### src/rtl/mts_pkg.sv
// ----------------------------------------------------------------------------
// mts_pkg
// Shared types, sizes and codes for the min-tracking stack.
// ----------------------------------------------------------------------------
`default_nettype none

package mts_pkg;

  localparam int DEPTH   = 8;
  localparam int WORD_W  = 32;
  localparam int OP_W    = 2;
  localparam int STAT_W  = 2;
  localparam int IDX_W   = 3;
  localparam int FILL_W  = 4;
  localparam int CNT_W   = $clog2(DEPTH + 1);
  localparam int NXT_W   = CNT_W + 1;
  localparam int ADDR_W  = (DEPTH > 1) ? $clog2(DEPTH) : 1;

  // request operations
  localparam logic [OP_W-1:0] OP_PUSH   = 2'd0;
  localparam logic [OP_W-1:0] OP_POP    = 2'd1;
  localparam logic [OP_W-1:0] OP_FIND   = 2'd2;
  localparam logic [OP_W-1:0] OP_REMOVE = 2'd3;

  // result status
  localparam logic [STAT_W-1:0] ST_OK    = 2'd0;
  localparam logic [STAT_W-1:0] ST_FULL  = 2'd1;
  localparam logic [STAT_W-1:0] ST_EMPTY = 2'd2;

  // which result the datapath registers this cycle
  localparam int FIN_W = 3;
  localparam logic [FIN_W-1:0] FIN_NONE  = 3'd0;
  localparam logic [FIN_W-1:0] FIN_PUSH  = 3'd1;
  localparam logic [FIN_W-1:0] FIN_POP   = 3'd2;
  localparam logic [FIN_W-1:0] FIN_LOW   = 3'd3;
  localparam logic [FIN_W-1:0] FIN_EMPTY = 3'd4;

  typedef struct packed {
    logic [OP_W-1:0]          op;
    logic signed [WORD_W-1:0] value;
  } req_t;

  typedef struct packed {
    logic [STAT_W-1:0]        status;
    logic signed [WORD_W-1:0] result_value;
    logic [IDX_W-1:0]         result_index;
    logic [FILL_W-1:0]        fill;
  } rsp_t;

  typedef struct packed {
    logic             push;
    logic             top_read;
    logic             scan_start;
    logic             scan_step;
    logic             shift_start;
    logic             shift_step;
    logic             remove;
    logic [FIN_W-1:0] finish;
  } cmd_t;

  typedef struct packed {
    logic empty;
    logic full;
    logic scan_last;
    logic shift_none;
    logic shift_last;
  } dp_stat_t;

endpackage

`default_nettype wire

### src/rtl/mts_ctrl.sv
// ----------------------------------------------------------------------------
// mts_ctrl
// Sequencer for the min-tracking stack: decodes a request and steps the
// datapath through top read, lowest-value scan and shift-down.
// ----------------------------------------------------------------------------
`default_nettype none

module mts_ctrl (
  input  wire logic                     clk,
  input  wire logic                     rst,
  input  wire logic                     start,
  input  wire logic [mts_pkg::OP_W-1:0] op,
  input  wire mts_pkg::dp_stat_t        stat,
  output mts_pkg::cmd_t                 cmd,
  output logic                          busy
);
  import mts_pkg::*;

  localparam logic [2:0] S_IDLE     = 3'd0;
  localparam logic [2:0] S_POP      = 3'd1;
  localparam logic [2:0] S_SCAN     = 3'd2;
  localparam logic [2:0] S_SH_PRIME = 3'd3;
  localparam logic [2:0] S_SHIFT    = 3'd4;
  localparam logic [2:0] S_FIN      = 3'd5;

  logic [2:0] state;
  logic [2:0] state_next;
  logic       remove;
  logic       remove_next;

  always_comb begin
    cmd         = '0;
    cmd.finish  = FIN_NONE;
    state_next  = state;
    remove_next = remove;
    case (state)
      S_IDLE: begin
        if (start) begin
          case (op)
            OP_PUSH: begin
              cmd.push   = 1'b1;
              cmd.finish = FIN_PUSH;
            end
            OP_POP: begin
              if (stat.empty) begin
                cmd.finish = FIN_EMPTY;
              end else begin
                cmd.top_read = 1'b1;
                state_next   = S_POP;
              end
            end
            default: begin
              if (stat.empty) begin
                cmd.finish = FIN_EMPTY;
              end else begin
                cmd.scan_start = 1'b1;
                remove_next    = (op == OP_REMOVE);
                state_next     = S_SCAN;
              end
            end
          endcase
        end
      end
      S_POP: begin
        cmd.finish = FIN_POP;
        state_next = S_IDLE;
      end
      S_SCAN: begin
        cmd.scan_step = 1'b1;
        if (stat.scan_last) begin
          state_next = remove ? S_SH_PRIME : S_FIN;
        end
      end
      S_SH_PRIME: begin
        cmd.shift_start = 1'b1;
        state_next      = stat.shift_none ? S_FIN : S_SHIFT;
      end
      S_SHIFT: begin
        cmd.shift_step = 1'b1;
        if (stat.shift_last) begin
          state_next = S_FIN;
        end
      end
      S_FIN: begin
        cmd.finish = FIN_LOW;
        cmd.remove = remove;
        state_next = S_IDLE;
      end
      default: begin
        state_next = S_IDLE;
      end
    endcase
  end

  always_ff @(posedge clk) begin
    if (rst) begin
      state  <= S_IDLE;
      remove <= 1'b0;
    end else begin
      state  <= state_next;
      remove <= remove_next;
    end
  end

  assign busy = (state != S_IDLE);

endmodule

`default_nettype wire

### src/rtl/mts_dp.sv
// ----------------------------------------------------------------------------
// mts_dp
// Datapath for the min-tracking stack: entry memory, fill count, scan and
// shift pointers, running lowest value and the result register.
// ----------------------------------------------------------------------------
`default_nettype none

module mts_dp (
  input  wire logic          clk,
  input  wire logic          rst,
  input  wire mts_pkg::req_t req,
  input  wire mts_pkg::cmd_t cmd,
  output mts_pkg::dp_stat_t  stat,
  output mts_pkg::rsp_t      result,
  output logic               done
);
  import mts_pkg::*;

  logic signed [WORD_W-1:0] mem [DEPTH];
  logic signed [WORD_W-1:0] rdata;
  logic signed [WORD_W-1:0] best_val;
  logic [ADDR_W-1:0]        best_idx;
  logic [ADDR_W-1:0]        sh_ptr;
  logic [CNT_W-1:0]         rd_idx;
  logic [CNT_W-1:0]         count;
  logic [CNT_W-1:0]         count_next;

  logic                     rd_en;
  logic [ADDR_W-1:0]        rd_addr;
  logic                     wr_en;
  logic [ADDR_W-1:0]        wr_addr;
  logic signed [WORD_W-1:0] wr_data;

  logic [CNT_W-1:0]         cnt_dec;
  logic [NXT_W-1:0]         cnt_ext;
  logic [NXT_W-1:0]         rd_inc;
  logic [NXT_W-1:0]         best_inc;
  logic [NXT_W-1:0]         sh_inc2;
  logic                     best_take;
  rsp_t                     rsp_next;

  assign cnt_dec  = count - CNT_W'(1);
  assign cnt_ext  = NXT_W'(count);
  assign rd_inc   = NXT_W'(rd_idx) + NXT_W'(1);
  assign best_inc = NXT_W'(best_idx) + NXT_W'(1);
  assign sh_inc2  = NXT_W'(sh_ptr) + NXT_W'(2);

  assign stat.empty      = (count == '0);
  assign stat.full       = (count == CNT_W'(DEPTH));
  assign stat.scan_last  = (rd_inc >= cnt_ext);
  assign stat.shift_none = (best_inc >= cnt_ext);
  assign stat.shift_last = (sh_inc2 >= cnt_ext);

  assign best_take = (rd_idx == '0) || (rdata < best_val);

  // memory port control
  always_comb begin
    rd_en   = 1'b0;
    rd_addr = '0;
    wr_en   = 1'b0;
    wr_addr = sh_ptr;
    wr_data = rdata;
    if (cmd.push && !stat.full) begin
      wr_en   = 1'b1;
      wr_addr = count[ADDR_W-1:0];
      wr_data = req.value;
    end
    if (cmd.top_read) begin
      rd_en   = 1'b1;
      rd_addr = cnt_dec[ADDR_W-1:0];
    end
    if (cmd.scan_start) begin
      rd_en   = 1'b1;
      rd_addr = '0;
    end
    if (cmd.scan_step && !stat.scan_last) begin
      rd_en   = 1'b1;
      rd_addr = rd_inc[ADDR_W-1:0];
    end
    if (cmd.shift_start && !stat.shift_none) begin
      rd_en   = 1'b1;
      rd_addr = best_inc[ADDR_W-1:0];
    end
    if (cmd.shift_step) begin
      // move the entry read last cycle down one place
      wr_en   = 1'b1;
      wr_addr = sh_ptr;
      wr_data = rdata;
      if (!stat.shift_last) begin
        rd_en   = 1'b1;
        rd_addr = sh_inc2[ADDR_W-1:0];
      end
    end
  end

  always_ff @(posedge clk) begin
    if (wr_en) begin
      mem[wr_addr] <= wr_data;
    end
    if (rd_en) begin
      rdata <= mem[rd_addr];
    end
  end

  // result and fill count
  always_comb begin
    count_next = count;
    rsp_next   = '0;
    case (cmd.finish)
      FIN_PUSH: begin
        if (stat.full) begin
          rsp_next.status = ST_FULL;
        end else begin
          rsp_next.status = ST_OK;
          count_next      = count + CNT_W'(1);
        end
      end
      FIN_POP: begin
        rsp_next.status       = ST_OK;
        rsp_next.result_value = rdata;
        count_next            = cnt_dec;
      end
      FIN_LOW: begin
        rsp_next.status       = ST_OK;
        rsp_next.result_value = best_val;
        rsp_next.result_index = IDX_W'(best_idx);
        if (cmd.remove) begin
          count_next = cnt_dec;
        end
      end
      FIN_EMPTY: begin
        rsp_next.status = ST_EMPTY;
      end
      default: begin
        count_next = count;
      end
    endcase
    rsp_next.fill = FILL_W'(count_next);
  end

  always_ff @(posedge clk) begin
    if (rst) begin
      count <= '0;
      done  <= 1'b0;
    end else begin
      count <= count_next;
      done  <= (cmd.finish != FIN_NONE);
    end
  end

  always_ff @(posedge clk) begin
    if (cmd.finish != FIN_NONE) begin
      result <= rsp_next;
    end
    if (cmd.scan_start) begin
      rd_idx <= '0;
    end else if (cmd.scan_step) begin
      rd_idx <= rd_inc[CNT_W-1:0];
      if (best_take) begin
        best_val <= rdata;
        best_idx <= rd_idx[ADDR_W-1:0];
      end
    end
    if (cmd.shift_start) begin
      sh_ptr <= best_idx;
    end else if (cmd.shift_step) begin
      sh_ptr <= sh_ptr + ADDR_W'(1);
    end
  end

`ifndef NO_ASSERTIONS
  a_count_bound: assert property (@(posedge clk) disable iff (rst)
    count <= CNT_W'(DEPTH))
    else $error("fill count above depth");

  a_pop_dec: assert property (@(posedge clk) disable iff (rst)
    (cmd.finish == FIN_POP) |=> (count == $past(count) - CNT_W'(1)))
    else $error("pop did not drop the fill count");

  a_push_inc: assert property (@(posedge clk) disable iff (rst)
    (cmd.push && !stat.full) |=> (count == $past(count) + CNT_W'(1)))
    else $error("push did not raise the fill count");

  a_scan_range: assert property (@(posedge clk) disable iff (rst)
    cmd.scan_step |-> (rd_idx < count))
    else $error("scan past the top of the stack");

  a_shift_range: assert property (@(posedge clk) disable iff (rst)
    cmd.shift_step |-> (sh_inc2 <= cnt_ext))
    else $error("shift past the top of the stack");
`endif

endmodule

`default_nettype wire

### src/rtl/min_tracking_stack.sv
// Push and requests on an empty stack: result strobe in the cycle after acceptance.
// Pop: one memory read of the top entry.
// Find-lowest: the scan reads one entry per cycle on the single read port.
// Remove-lowest: scan, then one shifted entry per cycle.
// busy drops as the strobe rises, so a new request is taken in the strobe cycle.
// Synchronous reset empties the stack; entry contents are not cleared.
// ----------------------------------------------------------------------------
// min_tracking_stack
// Bounded stack of signed words with find-lowest and remove-lowest requests.
// ----------------------------------------------------------------------------
`default_nettype none

module min_tracking_stack (
  input  wire logic          clk,
  input  wire logic          rst,
  input  wire logic          start,
  output logic               busy,
  input  wire mts_pkg::req_t req,
  output logic               done,
  output mts_pkg::rsp_t      result
);
  import mts_pkg::*;

  cmd_t     cmd;
  dp_stat_t stat;

  mts_ctrl u_ctrl (
    .clk   (clk),
    .rst   (rst),
    .start (start),
    .op    (req.op),
    .stat  (stat),
    .cmd   (cmd),
    .busy  (busy)
  );

  mts_dp u_dp (
    .clk    (clk),
    .rst    (rst),
    .req    (req),
    .cmd    (cmd),
    .stat   (stat),
    .result (result),
    .done   (done)
  );

endmodule

`default_nettype wire
### config.mk
export PLATFORM = sky130hd
export DESIGN_NAME = min_tracking_stack
export DESIGN_NICKNAME = d
export VERILOG_FILES = /design/src/rtl/mts_pkg.sv /design/src/rtl/mts_ctrl.sv /design/src/rtl/mts_dp.sv /design/src/rtl/min_tracking_stack.sv
export SDC_FILE = /design/constraint.sdc
export NUM_CORES = 1
export LEC_CHECK = 0
export BUFFER_PORTS_ARGS = -buffer_cell sky130_fd_sc_hd__buf_2
export CAP_MARGIN = 20
export CORE_MARGIN = 1.5
export CORE_UTILIZATION = 55
export CTS_BUF_LIST = sky130_fd_sc_hd__clkbuf_8
export DETAILED_ROUTE_END_ITERATION = 6
export GPL_TIMING_DRIVEN = 0
export PLACE_DENSITY_LB_ADDON = 0.15
export SYNTH_ARGS = -nofsm -noshare
export SYNTH_HDL_FRONTEND = slang
export SYNTH_HIERARCHICAL = 1
export SYNTH_SLANG_ARGS = --single-unit
### constraint.sdc
create_clock -name clk -period 13.2 [get_ports clk]
set_input_delay 1.32 -clock clk [delete_from_list [all_inputs] [get_ports clk]]
set_output_delay 1.32 -clock clk [all_outputs]
set_load 0.02 [all_outputs]
# Word level (Yosys, flattened, before mapping)
# Memory sizes are Yosys's and may differ from the RTL's. A register that Yosys moved wholly into a read port is not among the register bits.
# Index checks and enable logic that the tools add are counted.
[word_totals]
register_bits = 92
mem_bits_rw = 256
in_bits = 37
out_inout_bits = 43
word_cells = 112
n_memories = 1
[op_classes]
add_sub_neg = 6
order_cmp = 4
n_eq_ne = 17
muxes = 51
bitwise = 3
n_reduce_logical = 18
[mem_list]
columns = ["memory", "depth", "word_bits", "read_ports", "rd_ports_with_merged_regs", "write_ports", "line_no", "rtl"]
rows = [
  ["u_dp.mem", 8, 32, 1, 1, 1, "mts_dp.sv:19", "logic signed [WORD_W-1:0] mem [DEPTH];"],
]
[ops]
columns = ["operator", "count"]
rows = [
  ["$mux 32", 2],
  ["$pmux 32 s2", 1],
  ["$mux 3", 21],
  ["$lt 32x32->1", 1],
  ["$mux 1", 20],
  ["$ge 5x4->1", 3],
  ["$eq 3x2->1 const B", 4],
  ["$pmux 3 s4", 1],
  ["$pmux 4 s3", 1],
  ["$eq 3x3->1 const B", 3],
  ["$pmux 3 s3", 1],
  ["$logic_not 4->1", 2],
  ["$mux 4", 2],
  ["$ne 2x2->1 const B", 4],
  ["$eq 3x1->1 const B", 2],
  ["$pmux 3 s2", 1],
  ["$reduce_bool 3->1", 2],
  ["$add 4x1->5 const B", 1],
  ["$reduce_and 5->1", 1],
  ["$add 3x1->4 const B", 1],
  ["$add 3x2->4 const B", 1],
  ["$add 4x1->4 const B", 1],
  ["$eq 4x4->1 const B", 1],
  ["$pmux 2 s2", 1],
  ["other kinds (15)", 21],
]

# Longest topological paths before layout
[depth]
depth_word = 11
ltp_mapped = 16

# Modules after synthesis
# The synthesis kept the hierarchy.
[by_module_without_submodules]
columns = ["mod", "instances", "cells_per_inst", "area_per_inst_um2", "seq_area_each_um2"]
rows = [
  ["mts_dp", 1, 976, 16246.8, 11200.7],
  ["mts_ctrl", 1, 49, 339.1, 80.1],
]

# Worst setup path before layout
# OpenSTA, ideal clock, no wires.
[synth_timing]
path_kind = "in2reg"
from = "input start"
to = "register u_dp.best_idx[0], enable pin"
t_arrival_ns = 4.320
setup_slack_ns = 8.402
cell_stages = 4
cell_sequence = "or4b_1 buf_2 nor2_1 nor3b_1"
[synth_rtl]
columns = ["element", "line_no", "rtl"]
rows = [
  ["start: declaration", "min_tracking_stack.sv:16", "input wire logic start,"],
  ["end signal: assignment", "mts_dp.sv:161", "best_idx <= rd_idx[ADDR_W-1:0];"],
  ["end: declaration", "mts_dp.sv:22", "logic [ADDR_W-1:0] best_idx;"],
]

==> results.md <==
* CTS tree: done
* Max Slew Vio Count at 0
* Commonest cells in the netlist: 367 x edfxtp_1, 97 x mux2i_1, 87 x mux2_2
* Layout area overhead at 14.3%
* Most used cell along the critical path: inv_1
* Pre-CTS setup slack at roughly 8.4 ns
* Synth unique cells at 57
* Post-Route WL at between 30000 and 40000 um
* CTS root buffer: clkbuf_8
* Max-cap violations at 0
* Die Width at 177 um
* Worst R2R Start: u_dp/count[1]$_SDFF_PP0_
* # DRC at 0
* Status: completed
* Post-DRT Antenna Nets at 0
* Mapped Area at around 17000 sq um
* Num rows at 63
* Core region area at around 30000 sq um
* Via Count at between 9k and 10k
* CTS sink count at 380
* Worst min path class: reg2reg
* Clk Latency, worst-skew pair at 0.61 ns
* Setup Skew at 0.0259 ns
* Initial DRC count at between 600 and 700
* Fin nets at roughly 1.3k
* Setup violations, final at 0
* ANT cells at 0
* Count leader, synth: edfxtp_1
* R2r setup slk at between 8 and 9 ns
* Maximum clock frequency at ~240 MHz
* Post-synth top flop: edfxtp_1
* Post-synth EDFFs at about 370
* RSZ-0062 raised after global routing: false
* Ports at 80
* Fin cells at around 1.6k
* Critical path's top delay family: simple AND/OR/NAND/NOR gates
* Setup TNS Final at 0 ns
* Largest net degree at the start of global routing at 32
* Min Hold Slack at around 0.43 ns
* Kind of critical path: reg2reg
* Gr ovfl total at 0
* Ys Warns at 6
* Worst setup EP type: register
* Max incr delay on CP at roughly 0.55 ns
* Sequential share of the synthesized area at approximately two thirds
* Die area at around 31000 sq um
* Post-DP HPWL at approximately 24000 um
* Setup repair bufs after CTS at 0
* Fillers at between 2k and 2.5k
* Period minus WS final at between 4 and 5 ns
* Top cells by area, synth: edfxtp_1 66%, mux2_2 5.9%, mux2i_1 5.9%
* Critical Path RT at 13.53 ns
* Initial antenna violation count at 0
* RR Endpoint: u_dp/rdata[11]$_DFFE_PP_
* CP Launch Type: register
* Yosys top cell area share at around two thirds
* WHS Endpoint: u_dp/best_idx[2]$_DFFE_PP_
* Initial Utilization at between 50% and 60%
* Crit path buf inv count at 3
* Vias in the first global route at roughly 9.5k
* PortBufs at 79
* Synthesized flop and latch total at 380
* Layout cell share with drive strength beyond 1 at between 20% and 30%
* Die height at 177 um
* Routed vias/inst at 5.77
* Slew @ Worst Pin at 1.06 ns
* Final worst-path setup slack at 8.97 ns
* GRT Overall Usage at between 20% and 30%
* Hold wc startpoint: u_dp/rd_idx[2]$_SDFFE_PP0P_
* Syn_area_per_cell at ~16 sq um
* Hold Fails Final Rpt at 0
* Number of H-tree levels at 2
* TritonCTS Buffers at 60
* Crit path DAT at 4.56 ns
* Placed cells at between 1.5k and 2k
* CTS-repair resized insts at 0
* Wire length per cell at about 23 um
* Worst R2R Path Depth at 15
* P_leak at slightly above 7 nW
* Peak supply drop at between 0.1 and 0.15 mV
* Final cycle utilization of the critical path at roughly 32%
* Hold buffers post-CTS at 0
* CP max stage cell: dfxtp_1
* Drt pass-1 iters at 5
* Worst-path maximum fanout at 10
* Hold path depth at 0
* Mapped Nets at 1112
* Crit path cell chain: inv_1 > ha_1 > nor2b_1 > and2_1 > nand2b_1 > nor2_1 > inv_1 > nand3_1 > mux2i_1 > o21ai_1 > a21boi_2 > buf_2 > mux2_2 > o22ai_1 > a221oi_2
* Max-slew headroom at between 20% and 30%
* Global-route wire length before repair at approximately 56000 um
* P per Cell Area at between 200 and 250 nW/um^2
* Gpl congestion at between 0.8 and 0.9
* Max Buffers Root-to-Sink at 3
* Asr flop ratio synth at 0%
* Post-synthesis cell count at around 1.0k
* Clock transition at the registers of the reported paths at around 0.07 ns
* Cell taking the most area after synthesis: edfxtp_1
worst max path at each step:
| stage | startpoint | to | cells after the start |
|---|---|---|---|
| after floorplan | start | u_dp/best_idx[0]$_DFFE_PP_ | 4 |
| after global placement | u_dp/rdata[25]$_DFFE_PP_ | u_dp/best_val[5]$_DFFE_PP_ | 10 |
| after detailed placement | start | u_dp/mem[7][4]$_DFFE_PP_ | 11 |
| after CTS | u_dp/count[1]$_SDFF_PP0_ | u_dp/rdata[11]$_DFFE_PP_ | 15 |
| after global routing | u_dp/count[1]$_SDFF_PP0_ | u_dp/rdata[22]$_DFFE_PP_ | 16 |
| final | u_dp/count[1]$_SDFF_PP0_ | u_dp/rdata[11]$_DFFE_PP_ | 15 |
power breakdown:
| group | total [mW] | switching, mW | leakage (nW) | internal (mW) |
|---|---|---|---|---|
| Sequential | 1.78 | 0.0989 | 3.46 | 1.68 |
| Clock | 0.944 | 0.454 | 0.636 | 0.491 |
| Combinational | 1.29 | 0.798 | 3.11 | 0.496 |
| Total | 4.02 | 1.35 | 7.20 | 2.67 |
layout by cell type, fill, tap and decap left out, types with 4 or more instances in the layout:
cell	n
mux2i_1	97
o221ai_1	5
o21a_1	7
a221oi_2	30
nor2_1	60
o21ai_0	16
a21o_1	8
ha_1	50
clkbuf_1	22
a211oi_1	4
buf_2	87
buf_12	11
buf_8	6
clkinv_1	20
mux2_2	87
xor2_1	4
nor3_1	6
nand4_1	6
buf_1	4
mux2_1	11
o22ai_1	32
clkbuf_8	61
and3_1	5
edfxtp_1	367
buf_6	14
clkinv_2	12
nand2b_1	8
inv_1	59
xnor2_1	6
a21oi_1	19
nand2_1	19
nor2_4	6
dfxtp_1	13
nor2b_1	11
nand3_1	8
per-layer routing:
layer  global-route usage [%]  vias up  routed length, um
met3                     5.28       76               2330
met4                     9.32        0               1140
met1                     32.5     4670              16000
met2                     39.0      276              17300
li1                         -     4330                  -
met5                        0        -                  0
layout make-up:
class | instances | area (sq um) | share of cell area, %
clock buffers | 61 | 840 | 4.43
flip-flops and latches | 380 | 11300 | 59.5
well taps | 390 | 488 | 2.57
clock inverters | 50 | 298 | 1.57
multi-input cells | 551 | 4880 | 25.7
repair buffers | 96 | 686 | 3.62
inverters | 46 | 173 | 0.911
plain buffers | 48 | 315 | 1.66
through the flow:
| stage | power (mW) | utilization [%] | area (sq um) |
|---|---|---|---|
| floorplan | 2.67 | - | 16600 |
| global placement | 3.04 | 58.9 | 17500 |
| detailed placement | 3.10 | 60.1 | 17800 |
| CTS | 4.04 | 63.9 | 18900 |
| global route | 4.22 | 64.0 | 19000 |
| finish | 4.02 | 64.0 | 19000 |
flip-flops by register name, summed over array words and instances, names as in the netlist:
name,flops
u_dp/best_val,32
u_dp/count,4
u_dp/sh_ptr,3
u_dp/best_idx,3
u_dp/rdata,32
u_dp/done,1
u_ctrl/remove,1
u_dp/mem,256
u_ctrl/state,3
u_dp/result,41
u_dp/rd_idx,4
worst register-to-register path, stage by stage (launching register included):
cell	delay, ns
dfxtp_1	0.55
inv_1	0.27
ha_1	0.29
nor2b_1	0.16
and2_1	0.22
nand2b_1	0.18
nor2_1	0.51
inv_1	0.13
nand3_1	0.11
mux2i_1	0.08
o21ai_1	0.14
a21boi_2	0.28
buf_2	0.42
mux2_2	0.39
o22ai_1	0.20
a221oi_2	0.07
cell families after synthesis:
group                    count (synthesis)  share of synthesized area (%)
flip-flops                             380                           68.0
multiplexers                           195                           12.5
AND/OR/NAND/NOR                        152                           4.57
AO/OA/AOI/OAI                          144                           7.66
buffers and inverters                   94                           2.94
adder cells (fa/ha/maj)                 50                           3.77
XOR/XNOR                                10                          0.528
Note: power is estimated with default switching activity, not from simulation.
